**config.mk**
```make
export PLATFORM = sky130hd
export DESIGN_NAME = lsvb_div
export DESIGN_NICKNAME = d
export VERILOG_FILES = /design/src/sv/lsvb_pkg.sv /design/src/sv/lsvb_div.sv
export SDC_FILE = /design/constraint.sdc
export NUM_CORES = 2
export LEC_CHECK = 0
export ABC_CLOCK_PERIOD_IN_PS = 46600
export CORE_MARGIN = 2
export CORE_UTILIZATION = 25
export CTS_CLUSTER_SIZE = 28
export DETAILED_ROUTE_END_ITERATION = 6
export DONT_BUFFER_PORTS = 1
export MAX_ROUTING_LAYER = met4
export PLACE_DENSITY_LB_ADDON = 0.08
export SLEW_MARGIN = 0
export SYNTH_ARGS = -nofsm -noshare
export SYNTH_HDL_FRONTEND = slang
export SYNTH_SLANG_ARGS = --single-unit
```
**constraint.sdc**
```tcl
create_clock -name clk_i -period 46.6 [get_ports clk_i]
set_clock_uncertainty 0.05 [all_clocks]
set_input_delay 0 -clock clk_i [delete_from_list [all_inputs] [get_ports clk_i]]
set_output_delay 0 -clock clk_i [all_outputs]
set_load 0.05 [all_outputs]
```
**src/sv/lsvb_pkg.sv**
```systemverilog
// ----------------------------------------------------------------------------
// Level-set viscosity blend: package
// Shared widths, fixed-point constants and the sideband flag type.
// ----------------------------------------------------------------------------
package lsvb_pkg;

  // Field and datapath widths
  localparam int unsigned PHI_W   = 32;  // level set, Q16.16 signed
  localparam int unsigned WIDTH_W = 32;  // cell width, Q16.16
  localparam int unsigned VISC_W  = 32;  // viscosities, Q16.16
  localparam int unsigned CELLS_W = 16;  // interface cells, Q8.8
  localparam int unsigned MAG_W   = 32;  // |level set|, up to 2^31
  localparam int unsigned ALPHA_W = 48;  // half-width, Q24.24
  localparam int unsigned NUM_W   = 56;  // divider dividend
  localparam int unsigned QUOT_W  = 17;  // u in Q0.16, up to one
  localparam int unsigned H_W     = 17;  // fluid fraction, Q0.16
  localparam int unsigned SINE_W  = 31;  // sine table entry, Q2.30
  localparam int unsigned FRAC_W  = 15;  // interpolation fraction
  localparam int unsigned PROD_W  = 49;  // viscosity times fraction

  // Fraction codes
  localparam logic [H_W-1:0] H_ONE  = 17'd65536;
  localparam logic [H_W-1:0] H_HALF = 17'd32768;
  localparam logic [H_W-1:0] H_ZERO = 17'd0;

  // Fixed-point constants
  localparam logic [63:0] HALF_PI_Q30    = 64'd1686629713;
  localparam logic [29:0] INV_TWO_PI_Q32 = 30'd683565276;
  localparam int unsigned SERIES_TERMS   = 12;
  // (2i)(2i+1) for the Taylor terms of the sine series
  localparam logic [63:0] SERIES_DIV [SERIES_TERMS] = '{
    64'd6, 64'd20, 64'd42, 64'd72, 64'd110, 64'd156,
    64'd210, 64'd272, 64'd342, 64'd420, 64'd506, 64'd600
  };

  localparam int unsigned SINE_TABLE_ENTRIES_DEF = 256;

  // Configuration
  localparam int unsigned CFG_IDX_W  = 2;
  localparam int unsigned CFG_DATA_W = 32;
  localparam logic [VISC_W-1:0]  FLUID_VISC_RST = 32'd65536;
  localparam logic [VISC_W-1:0]  SOLID_VISC_RST = 32'd65536;
  localparam logic [CELLS_W-1:0] CELLS_RST      = 16'd512;

  // Flags that ride along with a word through the divider
  typedef struct packed {
    logic neg;         // level set negative
    logic mag_zero;    // level set exactly zero
    logic alpha_zero;  // zero half-width: sharp step
    logic beyond;      // |level set| past the half-width
  } side_t;

endpackage

```
**src/sv/lsvb_div.sv**
```systemverilog
// ----------------------------------------------------------------------------
// Level-set viscosity blend: pipelined divider
// Restoring division, one quotient bit per register stage, with a
// per-stage valid bit and a stall chain that fills bubbles.
// ----------------------------------------------------------------------------
module lsvb_div (
  input  logic                           clk_i,
  input  logic                           rst_ni,
  input  logic                           in_valid_i,
  output logic                           in_ready_o,
  input  logic [lsvb_pkg::ALPHA_W-1:0]   in_rem_i,
  input  logic [lsvb_pkg::QUOT_W-1:0]    in_low_i,
  input  logic [lsvb_pkg::ALPHA_W-1:0]   in_divisor_i,
  input  lsvb_pkg::side_t                in_side_i,
  output logic                           out_valid_o,
  input  logic                           out_ready_i,
  output logic [lsvb_pkg::QUOT_W-1:0]    out_quot_o,
  output lsvb_pkg::side_t                out_side_o
);

  localparam int unsigned NS = lsvb_pkg::QUOT_W;
  localparam int unsigned AW = lsvb_pkg::ALPHA_W;
  localparam int unsigned QW = lsvb_pkg::QUOT_W;

  logic                 valid_q   [NS];
  logic [AW-1:0]        rem_q     [NS];
  logic [QW-1:0]        low_q     [NS];
  logic [AW-1:0]        divisor_q [NS];
  logic [QW-1:0]        quot_q    [NS];
  lsvb_pkg::side_t      side_q    [NS];
  logic [NS-1:0]        en;

  for (genvar j = 0; j < NS; j++) begin : g_stage
    logic              prev_valid;
    logic [AW-1:0]     prev_rem;
    logic [QW-1:0]     prev_low;
    logic [AW-1:0]     prev_divisor;
    logic [QW-1:0]     prev_quot;
    lsvb_pkg::side_t   prev_side;
    logic [AW:0]       trial;
    logic [AW:0]       diff;
    logic              take;

    if (j == 0) begin : g_first
      assign prev_valid   = in_valid_i;
      assign prev_rem     = in_rem_i;
      assign prev_low     = in_low_i;
      assign prev_divisor = in_divisor_i;
      assign prev_quot    = '0;
      assign prev_side    = in_side_i;
    end else begin : g_next
      assign prev_valid   = valid_q[j-1];
      assign prev_rem     = rem_q[j-1];
      assign prev_low     = low_q[j-1];
      assign prev_divisor = divisor_q[j-1];
      assign prev_quot    = quot_q[j-1];
      assign prev_side    = side_q[j-1];
    end

    if (j == NS - 1) begin : g_en_last
      assign en[j] = !valid_q[j] || out_ready_i;
    end else begin : g_en_mid
      assign en[j] = !valid_q[j] || en[j+1];
    end

    // Bring down the next dividend bit, subtract the divisor if it fits
    assign trial = {prev_rem, prev_low[QW-1]};
    assign diff  = trial - {1'b0, prev_divisor};
    assign take  = (trial >= {1'b0, prev_divisor});

    always_ff @(posedge clk_i or negedge rst_ni) begin
      if (!rst_ni) begin
        valid_q[j] <= 1'b0;
      end else if (en[j]) begin
        valid_q[j] <= prev_valid;
      end
    end

    always_ff @(posedge clk_i) begin
      if (en[j]) begin
        rem_q[j]     <= take ? diff[AW-1:0] : trial[AW-1:0];
        low_q[j]     <= {prev_low[QW-2:0], 1'b0};
        divisor_q[j] <= prev_divisor;
        quot_q[j]    <= {prev_quot[QW-2:0], take};
        side_q[j]    <= prev_side;
      end
    end
  end

  assign in_ready_o  = en[0];
  assign out_valid_o = valid_q[NS-1];
  assign out_quot_o  = quot_q[NS-1];
  assign out_side_o  = side_q[NS-1];

endmodule

```
==> impl_metrics.csv <==
group,metric,value,unit
power_and_ir_drop,swShare,40.44,%
worst_setup_path,cp-start-kind,"flop",
power_and_ir_drop,p_comb_share,48.3,%
placed_design,place_inst,15620,
yosys,synthCells,10050,
floorplan,rows,243,
worst_setup_path,worstSetupPathType,"reg2out",
power_and_ir_drop,clkPwrFrac,19.9,%
clock_network,cts_tree,"yes",
worst_setup_path,critPathCaptureType,"output pin",
power_and_ir_drop,seqPwrFrac,31.8,%
detailed_routing,vias,74380,
floorplan,ios,144,
global_route,antenna_found_initial,7,
clock_network,clkLatencyLatePin,0.90,ns
clock_network,clockBufferDepth,4,
yosys,synth-seq-area-share,52.20,%
min_path,hp-class,"in2reg",
detailed_routing,vias_per_cell,4.550,
power_and_ir_drop,power.density,76.50,nW/µm²
cells_and_area,areaGrowthSynthToFinish,15.96,%
timing,hold_violations,0,
timing,finalSetupViolCount,0,
yosys,yosys.area_share.simple,9.711,%
global_route,gr-total-overflow,0,
floorplan,start_util,25.08,%
yosys,synth_edf_count,1893,
global_route,grt_max_degree,76,
worst_setup_path,cp_max_fo,46,
timing,fmax,0.1355,GHz
timing,max_slew_margin,13.27,%
placed_design,dp_hpwl,252500,µm
cells_and_area,n_fill_cell,44680,
detailed_routing,postRouteWirelength,315300,µm
global_route,first_global_vias,80000,
global_route,grt_first_pass_wirelength,479600,µm
power_and_ir_drop,p_leak,52.06,nW
detailed_routing,wl_per_cell,19.29,µm
timing,finalCritPeriodShare,15.84,%
detailed_routing,drtPass1Iterations,7,
cells_and_area,fin_nets,11330,
yosys,synth_xor_area_share,5.380,%
clock_network,cts_max_level,5,
cells_and_area,final_layout_size_suffix_gt1_share,7.273,%
timing,report.final.slew_viol_count,0,
clock_network,ctsRootBufferMaster,"clkbuf_16",
yosys,synth_seq_cells,1910,
clock_network,numClockSinks,1910,
worst_setup_path,timing.rr.end,"low_q[0][4]",
detailed_routing,final_antenna_net_count,0,
timing,timing_worst_slew_pin_value,1.289,ns
min_path,whs_path_depth,4,
min_path,holdCritStartpoint,"in_rem_i[47]",
clock_network,cts_buffers,264,
run_status,status,"complete, but fails checks",
run,maxCapViolCount,0,
worst_setup_path,worstPathRequired,46.55,ns
placed_design,gp_congestion,0.9331,
yosys,ys_types,107,
floorplan,coreArea,437500,µm²
yosys,synth_area,109700,µm²
detailed_routing,drc_errors,8,
power_and_ir_drop,power,9.733,mW
run_status,violations,"design-rule violations",
cells_and_area,final_cells,16350,
power_and_ir_drop,power_switching,3.936,mW
clock_network,clkTransAtPathRegs,0.05,ns
min_path,hold_end,"rem_q[0][47]",
yosys,async_flop_share,0.8901,%
worst_setup_path,cp.arrival,7.33,ns
power_and_ir_drop,p_int,5.797,mW
floorplan,die_area,444200,µm²
yosys,synth_top_family_by_area,"compound AO/OA/AOI/OAI gates",
timing,min_period,7.383,ns
global_route,grt_use_total,14.39,%
worst_setup_path,r2r_slack,39.73,ns
floorplan,die_y,666.5,µm
clock_network,post_cts_buffers,0,
yosys,yosys_warnings,0,
yosys,synth-adder-area-share,9.597,%
timing,rsz0062_at_grt,"no",
power_and_ir_drop,max-vdd-ir-drop,0.00003239,V
yosys,syn-num-nets,11000,
yosys,avgSynthCellArea,10.92,µm²
worst_setup_path,reg2reg_depth,13,
cells_and_area,final_cell_mix,"1893 x edfxtp_1, 1030 x inv_1, 964 x a21oi_1",
yosys,synth_top_flop_cell,"edfxtp_1",
cells_and_area,layout_commonest_cell,"edfxtp_1",
timing,whs,0.1151,ns
worst_setup_path,timing.rr.start,"out_valid_o",
floorplan,die_x,666.5,µm
detailed_routing,drtIter0Drc,3209,
placed_design,io_buffers,0,
timing,fin_setup_tns,0,ns
yosys,synth.mux.area_fraction,2.246,%
yosys,synth-compound-area-share,16.21,%
[kinds of logic after synthesis]
group | Yosys count
AOI/OAI and AO/OA | 2866
xor gates and xnor gates | 674
adders and majority gates | 832
buffers and inverters | 1295
DFF | 1910
muxes | 219
and+or+nand+nor | 2254
[state kept, by name, indices dropped and copies added (netlist names)]
signal and cells:
quot_q 153, g_stage.prev_valid 16, side_q 68, low_q 136, rem_q 768, divisor_q 768
out_valid_o 1
[what timing repair did]
action | CTS | global route
resized for setup | 0 | 0
hold endpoints to repair | 188 | 0
hold buffers | 245 | 0
[worst max path at each step]
stage | startpoint | to | slack, ns | cells after the start
finish | out_valid_o | in_ready_o | 39.22 | 13
global route | out_valid_o | in_ready_o | 38.37 | 13
CTS | out_valid_o | in_ready_o | 38.83 | 13
detailed placement | out_valid_o | low_q[0][4] | 39.43 | 13
global placement | out_valid_o | low_q[0][4] | 39.58 | 13
floorplan | out_valid_o | divisor_q[0][0] | 26.72 | 11
[stage by stage]
stage,utilization (%),cell area (µm²),setup WS [ns]
finish,29.08,127200,39.22
global route,29.08,127200,38.37
CTS,29.07,127200,38.83
detailed placement,26.63,116500,39.43
global placement,26.63,116500,39.58
floorplan,-,109700,26.72
[routing by layer]
| layer | wire, µm | vias up | global-route usage (%) |
|---|---|---|---|
| li1 | - | 37360 | - |
| met1 | 117200 | 34950 | 14.00 |
| met2 | 166400 | 1285 | 26.89 |
| met3 | 8779 | 783 | 1.886 |
| met4 | 22890 | 0 | 8.964 |
| met5 | 0 | - | - |
[power groups by stage]
stage | Combinational (mW) | Clock (mW) | Sequential [mW]
3_3_place_gp | 4.67 | 0 | 3.15
6_report | 4.70 | 1.94 | 3.09
5_1_grt | 5.27 | 2.10 | 3.17
4_1_cts | 4.74 | 2.04 | 3.11
3_5_place_dp | 4.68 | 0 | 3.14
2_1_floorplan | 3.51 | 0 | 2.97
[synthesized netlist by cell type, drive strengths merged, types with 11 or more instances]
cell type / number / area [µm²]
nand2: 729 / 2736
a221oi: 23 / 207.7
a2111oi: 19 / 210.2
o21bai: 109 / 825.8
or2: 22 / 137.6
o31ai: 67 / 554.3
a221o: 17 / 170.2
o21a: 83 / 623.1
o211ai: 34 / 260.3
and3: 82 / 513.0
a211o: 17 / 148.9
xor2: 272 / 2382
o41ai: 12 / 120.1
a21o: 467 / 3506
a211oi: 60 / 480.5
ha: 816 / 10210
nor4: 28 / 181.4
a31oi: 97 / 628.1
inv: 1038 / 3896
or3: 25 / 156.4
nor3: 75 / 375.4
nor2: 588 / 2207
and2: 48 / 300.3
a31o: 18 / 157.7
a21oi: 970 / 4877
mux2: 209 / 2365
nand3: 178 / 890.9
xnor2: 402 / 3521
a21boi: 29 / 221.5
nand2b: 130 / 813.3
o21ai: 713 / 3591
nor2b: 125 / 782.0
o31a: 19 / 167.7
clkbuf: 146 / 548.0
fa: 16 / 320.3
nand4: 152 / 950.9
dfrtp: 17 / 425.4
edfxtp: 1893 / 56840
and4: 19 / 166.4
a41oi: 11 / 96.34
buf: 111 / 663.1
[critical path, cell delays in order (launching register included)]
cell and delay [ns]:
dfrtp_1 0.62, nor2b_1 0.50, nand2_4 0.43, nor2_1 0.38, and2_1 0.36, nand3_4 0.10
nor2_1 0.48, nand3_4 0.34, nor2_1 0.59, nand3_4 0.36, nor2_1 0.64, nand3_4 0.59
buf_4 0.50, buf_4 0.39
[cell type report]
| class | instances | area, µm² | area share, % |
|---|---|---|---|
| repair buffers | 314 | 2980 | 2.342 |
| well taps | 5757 | 7203 | 5.662 |
| clock inverters | 146 | 1324 | 1.040 |
| multi-input cells | 6845 | 47590 | 37.41 |
| inverters | 1038 | 3911 | 3.074 |
| diodes | 16 | 40.04 | 0.03147 |
| clock buffers | 320 | 6908 | 5.429 |
| flip-flops and latches | 1910 | 57270 | 45.01 |
(Power assumes the default switching activity.)
